`src/rtl/rste_ram.sv`:
```
`default_nettype none
module rste_ram #(
    parameter int WIDTH = 8,
    parameter int DEPTH = 16,
    localparam int AW = $clog2(DEPTH)
) (
    input  wire logic             i_clk,
    input  wire logic             i_we,
    input  wire logic [AW-1:0]    i_waddr,
    input  wire logic [WIDTH-1:0] i_wdata,
    input  wire logic [AW-1:0]    i_raddr,
    output logic      [WIDTH-1:0] o_rdata
);

    logic [WIDTH-1:0] r_mem [DEPTH];

    always_ff @(posedge i_clk) begin
        if (i_we) begin
            r_mem[i_waddr] <= i_wdata;
        end
        o_rdata <= r_mem[i_raddr];
    end

endmodule
`default_nettype wire
```
`config.mk`:
```
export PLATFORM = sky130hd
export DESIGN_NAME = rste_ram
export DESIGN_NICKNAME = d
export VERILOG_FILES = /design/src/rtl/rste_ram.sv
export SDC_FILE = /design/constraint.sdc
export NUM_CORES = 1
export LEC_CHECK = 0
export BUFFER_PORTS_ARGS = -buffer_cell sky130_fd_sc_hd__buf_2
export CORE_MARGIN = 2
export CORE_UTILIZATION = 60
export DETAILED_ROUTE_END_ITERATION = 8
export GPL_TIMING_DRIVEN = 0
export PLACE_DENSITY = 0.78
export SETUP_SLACK_MARGIN = 0.3
export SKIP_LAST_GASP = 1
export SYNTH_ARGS = -nofsm -noshare
export SYNTH_HDL_FRONTEND = slang
export SYNTH_SLANG_ARGS = --single-unit
```
`constraint.sdc`:
```
create_clock -name i_clk -period 3.6 [get_ports i_clk]
set_input_delay 0.9 -clock i_clk [delete_from_list [all_inputs] [get_ports i_clk]]
set_output_delay 0.9 -clock i_clk [all_outputs]
set_load 0.03 [all_outputs]
```
==> results of run 1 <==
cell type report:
cell class | instances | area share [%]
sequential | 136 | 67.8
buffer | 10 | 1.46
clock buffer | 20 | 7.20
clock inverter | 11 | 1.42
multi-input combinational | 83 | 17.9
tap | 105 | 2.22
timing repair buffer | 24 | 2.03
metal layers:
| layer | vias up | routed length (um) |
|---|---|---|
| met5 | - | 0 |
| met4 | 0 | 133 |
| met3 | 12 | 672 |
| met2 | 133 | 4950 |
| met1 | 1283 | 4050 |
| li1 | 1062 | - |
synthesized netlist by cell type:
master             n  area, um2
nand2_1            9       33.8
nor2_1            13       48.8
or3b_2             1       8.76
nand3_1            1       5.00
mux4_1            14        368
buf_6              3       33.8
nand3b_1           2       15.0
nor3_1             4       20.0
buf_4              1       7.51
buf_2              3       15.0
a22oi_1           16        120
nand2b_1           2       12.5
and2b_1            1       7.51
dfxtp_1            8        160
clkdlybuf4s25_2    3       30.0
mux4_2            18        405
edfxtp_1         128       3840
and2_1             1       6.26
nor2b_1            1       6.26
power by group through the flow:
stage	Clock, uW	Combinational, uW	Sequential [uW]
global route	1580	197	1780
detailed placement	0	185	1810
floorplan	0	89.9	1830
finish	1500	186	1780
CTS	1510	187	1780
global placement	0	180	1810
through the flow:
step | cell area [um2] | utilization (%) | hold WS, ps | power [uW] | setup WS (ps)
after floorplan | 5150 | - | 629 | 1920 | 1210
after global placement | 5400 | 65.4 | 653 | 1990 | 649
after detailed placement | 5400 | 65.4 | 665 | 2000 | 630
after CTS | 5910 | 71.5 | 681 | 3480 | 1160
after global routing | 5910 | 71.5 | 719 | 3560 | 1110
final | 5910 | 71.5 | 677 | 3460 | 1150
cell families after synthesis:
group	Yosys count
flops	136
simple gates	35
mux	32
compound gates	16
buf+inv	10
critical path, delay by kind of cell:
kind,cells,cell delay [ps]
buffers and inverters,1,110
and+or+nand+nor,2,1560
state kept, by name, summed over array words and instances, names as in the netlist:
signal	count
r_mem	128
o_rdata	8
final timing paths:
path	from	slack [ps]	endpoint
worst max-delay path	i_waddr[2]	1150	r_mem[0][1]
worst min register to register	r_mem[11][3]	680	o_rdata[3]
worst min-delay path	r_mem[11][3]	680	o_rdata[3]
worst max register to register	r_mem[15][0]	2180	o_rdata[0]
layout by cell type, fill, tap and decap left out, types with 2 or more instances in the layout:
cell type,n
nor2_1,13
clkinv_1,2
clkbuf_1,3
nand2b_1,2
buf_6,3
dfxtp_1,8
mux4_1,14
mux4_2,18
clkinv_2,6
nand3b_1,2
a22oi_1,16
clkdlybuf4s25_2,3
buf_2,27
nor3_1,4
clkbuf_16,16
edfxtp_1,128
nand2_1,9
==> flow_summary.yaml, run 1 <==
clock_network:
  path_clk_slew_ps: 60
  clk_latency_ps: 520
  cts_root_buf: "clkbuf_8"
  numCtsBuffers: 17
  hold_buffers: 0
  htreeDepth: 4
  clk_path_buf_depth: 2
  postCtsSetupBuffers: 0
  cts_tree: "yes"
  cts.sinks: 136
  ctsResizeCount: 0
critical_path:
  crit_slowest_cell: "nor3_1"
  crit_fanout: 8
  cp.arrival_ps: 2580
  r2r_cells: 3
  critical_path_class: "primary input to flop"
  endpoint_kind: "flop"
  crit_chain: "buf_2, or3b_2, nor3_1"
  slowest_delay_ps: 1020
  startpoint_type: "primary input"
  required_ps: 3730
floorplanning:
  fp.dieH_um: 96.6
  io_pins: 26
  floorplan.rows: 33
  die_area_mm2: 0.00934
  start_util_pct: 62.3
  core_mm2: 0.00826
  die_x_um: 96.6
routing:
  drtIter0Drc: 453
  wl_per_cell_um: 25.2
  via_per_inst: 6.40
  ant_nets: 0
  drc: 0
  drt-total-wl_um: 9800
  via_count: 2490
  drtPass1Iterations: 5
sta:
  fin_crit_sh_pct: 68.1
  relSlewSlack_pct: 11.9
  max_slew.worst_pin.slew_ps: 1310
  finClkSkew_ps: 5.59
  totalNegativeSetupSlack_ps: 0
  rsz0062_at_grt: "false"
  drv_slew: 0
  fmax_ghz: 0.408
  setup_violations: 0
  final_hold_viol_count: 0
  fin_crit_ps: 2450
global_routing:
  grt.overflow.total: 0
  grtUsageMet3_pct: 5.20
  grtUsageMet2_pct: 34.4
  busiest_layer: "met2"
  grt_pass1_wl_um: 14600
  grt_usage_pct: 22.2
  grt_max_degree: 17
  antenna_found_initial: 0
  grt.met1_usage_pct: 31.6
  grt_pass1_vias: 2437
placement:
  hpwl_um: 5780
  post-place-cells: 358
  gp_congestion: 0.698
  io_buffers: 24
layout:
  seqCellArea_mm2: 0.00400
  drive_above_1_share_pct: 27.8
  syn2layout_area_growth_pct: 14.8
  finalNonFillerCells: 389
  nFillCells: 473
  multi_input_area_mm2: 0.00106
  diodes: 0
  nets: 290
power:
  swShare_pct: 20.9
  seqPwrFrac_pct: 51.4
  vdd_drop_max_uv: 437
  p_int_uw: 2740
  leakagePower_uw: 0.00199
  switchingPower_uw: 724
  pwr_density_cell_mw_per_mm2: 586
  comb_power_share_pct: 5.4
  clkPwrFrac_pct: 43.2
status:
  status: "complete, no violations"
synth:
  synth_compound_area_share_pct: 2.33
  synth_cell_types: 19
  yosysWarningCount: 0
  seq_area_frac_synth_pct: 77.8
  syn_area_mm2: 0.00515
  syn_nets: 247
  ys_seq_elements: 136
  synth-xor-area-share_pct: 0
  syn-instance-count: 229
  syn_area_per_cell_um2: 22.5
  synthAdderAreaFrac_pct: 0
  muxShareOfSynthArea_pct: 15.0
  synth-simple-area-share_pct: 3.18
  synth_top_family_by_area: "multiplexers"
min_path:
  hold_class: "flop to flop"
  hold_depth: 3
run:
  cap_violations: 0
Power figures use the tool's default switching activity.
==> inputs of run 2 (changes only) <==
Settings changed: ABC_AREA set to 1, CORE_UTILIZATION 60 to 55, PLACE_DENSITY 0.78 to 0.75.
Clock period 3.6 ns to 2.2 ns, I/O delays scaled along.
==> flow_summary.yaml, run 2 <==
placement:
  io_buffers: 22
  gp_congestion: 0.950
  place_ws_ps: 145
  hpwl_um: 8530
sta:
  max_slew.worst_pin.slew_ps: 965
  fin_crit_sh_pct: 74.1
  whs_ps: 429
  final_hold_viol_count: 0
  totalNegativeSetupSlack_ps: 0
  fmax_ghz: 0.614
  finClkSkew_ps: 8.41
  setup_violations: 0
  finalWorstSetupSlack_ps: 571
  relSlewSlack_pct: 35.4
  drv_slew: 0
  fin_crit_ps: 1630
  rsz0062_at_grt: "false"
clock_network:
  cts_tree: "yes"
  cts_root_buf: "clkbuf_8"
  clk_latency_ps: 530
  hold_buffers: 0
  cts.sinks: 136
  htreeDepth: 4
  ctsResizeCount: 0
  path_clk_slew_ps: 60
  numCtsBuffers: 17
  clk_path_buf_depth: 2
  postCtsSetupBuffers: 0
synth:
  synth_compound_area_share_pct: 0
  synth_edf_count: 128
  synth.top_cell.area_share_pct: 66.7
  synth_top_area_cell: "edfxtp_1"
  seq_area_frac_synth_pct: 69.4
  synthTopCellsByArea: "edfxtp_1 67%, nand2_1 11%, nand3_1 8.4%"
  yosysWarningCount: 0
  syn_area_per_cell_um2: 10.5
  muxShareOfSynthArea_pct: 0
  synth-simple-area-share_pct: 21.0
  syn_area_mm2: 0.00577
  ys.flop_type: "edfxtp_1"
  post-synth-top-count-cell: "nand2_1"
  synthAdderAreaFrac_pct: 0
  syn_nets: 569
  synth_top_cells_by_count: "173 x nand2_1, 128 x edfxtp_1, 100 x inv_1"
  synth_top_family_by_area: "simple AND/OR/NAND/NOR gates"
  synth_async_sr_flop_share_pct: 0
  synth-xor-area-share_pct: 0
  synth_cell_types: 12
  ys_seq_elements: 136
  syn-instance-count: 551
critical_path:
  cp_top_family: "flip-flops"
  reg2reg_to: "o_rdata[3]"
  startpoint_type: "flop"
  cp.depth: 1
  cp.arrival_ps: 1080
  critical_path_class: "flop to output pin"
  r2r_cells: 6
  path_buf_inv: 1
  crit_slowest_cell: "dfxtp_1"
  reg2reg_from: "r_mem[12][3]"
  required_ps: 1650
  crit_fanout: 1
  endpoint_kind: "output pin"
  r2r_slack_ps: 1170
  crit_chain: "buf_2"
  slowest_delay_ps: 330
power:
  pwr_density_cell_mw_per_mm2: 919
  p_total_uw: 6090
  leakagePower_uw: 0.00288
  vdd_drop_max_uv: 545
routing:
  drt-total-wl_um: 13700
  via_per_inst: 5.36
  via_count: 3972
  drtPass1Iterations: 7
  drc: 0
  ant_nets: 0
  drtIter0Drc: 370
  wl_per_cell_um: 18.4
floorplanning:
  io_pins: 26
  core_mm2: 0.0102
  die_area_mm2: 0.0113
  start_util_pct: 56.4
  floorplan.rows: 37
  fp.dieH_um: 106
  die_x_um: 106
global_routing:
  grt_pass1_wl_um: 21300
  grt_pass1_vias: 3933
  grt_max_degree: 17
  grt_usage_pct: 26.3
  antenna_found_initial: 0
  grt.overflow.total: 0
run:
  cap_violations: 0
layout:
  final_cell_mix: "173 x nand2_1, 128 x edfxtp_1, 100 x inv_1, 97 x nand3_1, 35 x buf_2"
  nets: 610
  regMostFlops: "r_mem"
  final_common_cell: "nand2_1"
  syn2layout_area_growth_pct: 14.8
  diodes: 0
  drive_above_1_share_pct: 12.1
  nFillCells: 770
  reg_top3: "r_mem (128), o_rdata (8)"
  largest_reg_flops: 128
min_path:
  min_to: "r_mem[3][1]"
  hold_start: "i_wdata[1]"
  hold_depth: 1
  hold_class: "primary input to flop"
status:
  status: "complete, no violations"
==> run 2: cell types whose count changed in the layout (fill, tap and decap cells not counted), sizes merged, moves of 2 or more <==
cell / previous run / this run
inv: 0 / 102
clkinvlp: 1 / 3
clkdlybuf4s25: 3 / 0
buf: 31 / 46
a22oi: 16 / 0
nor2: 13 / 17
bufinv: 1 / 3
nand2b: 2 / 0
clkbuf: 20 / 23
nand3: 1 / 97
clkinv: 9 / 3
nand2: 9 / 173
mux4: 32 / 0
nor3: 4 / 0
==> run 2: routing by layer <==
metal | GRT usage (%) | vias up | wire length (um)
met1 | 36.3 | 1854 | 5610
met4 | 10.6 | 0 | 319
li1 | - | 1858 | -
met5 | 0 | - | 0
met2 | 40.2 | 227 | 6330
met3 | 6.68 | 33 | 1400
==> run 2: power by group <==
| group | switching (uW) | internal [uW] | total (uW) | leakage [uW] |
|---|---|---|---|---|
| registers | 14.6 | 2900 | 2910 | 0.00122 |
| clock network | 1020 | 1750 | 2770 | 0.000270 |
| logic | 297 | 112 | 408 | 0.00139 |
| total | 1330 | 4760 | 6090 | 0.00288 |
==> run 2: worst max path at each step <==
stage / slack, ps / endpoint / start
after detailed placement: 140 / r_mem[9][4] / i_waddr[2]
after global placement: 210 / r_mem[5][0] / i_waddr[3]
after CTS: 570 / o_rdata[0] / o_rdata[0]
after global routing: 550 / o_rdata[0] / o_rdata[0]
after floorplan: 700 / r_mem[10][0] / i_waddr[2]
final: 570 / o_rdata[0] / o_rdata[0]
==> run 2: metrics by stage <==
stage               instances  instance area, um2  utilization (%)
floorplan                 551                5770                -
CTS                       741                6620             64.7
global route              741                6620             64.7
detailed placement        709                6050             59.1
finish                    741                6620             64.7
global placement          709                6050             59.1
==> run 2: area by class of cell <==
class / instances / area (um2) / share of cell area [%]
flip-flops and latches: 136 / 4000 / 60.5
clock buffers: 23 / 447 / 6.75
repair buffers: 22 / 110 / 1.66
multi-input cells: 289 / 1210 / 18.3
plain buffers: 24 / 166 / 2.51
well taps: 136 / 170 / 2.57
clock inverters: 9 / 126 / 1.91
inverters: 102 / 383 / 5.78
==> run 2: kinds of logic (layout without fill, tap and decap cells) <==
| logic type | after synthesis | in the layout |
|---|---|---|
| flip-flops | 136 | 136 |
| buffers and inverters | 126 | 180 |
| AND/OR/NAND/NOR | 289 | 289 |
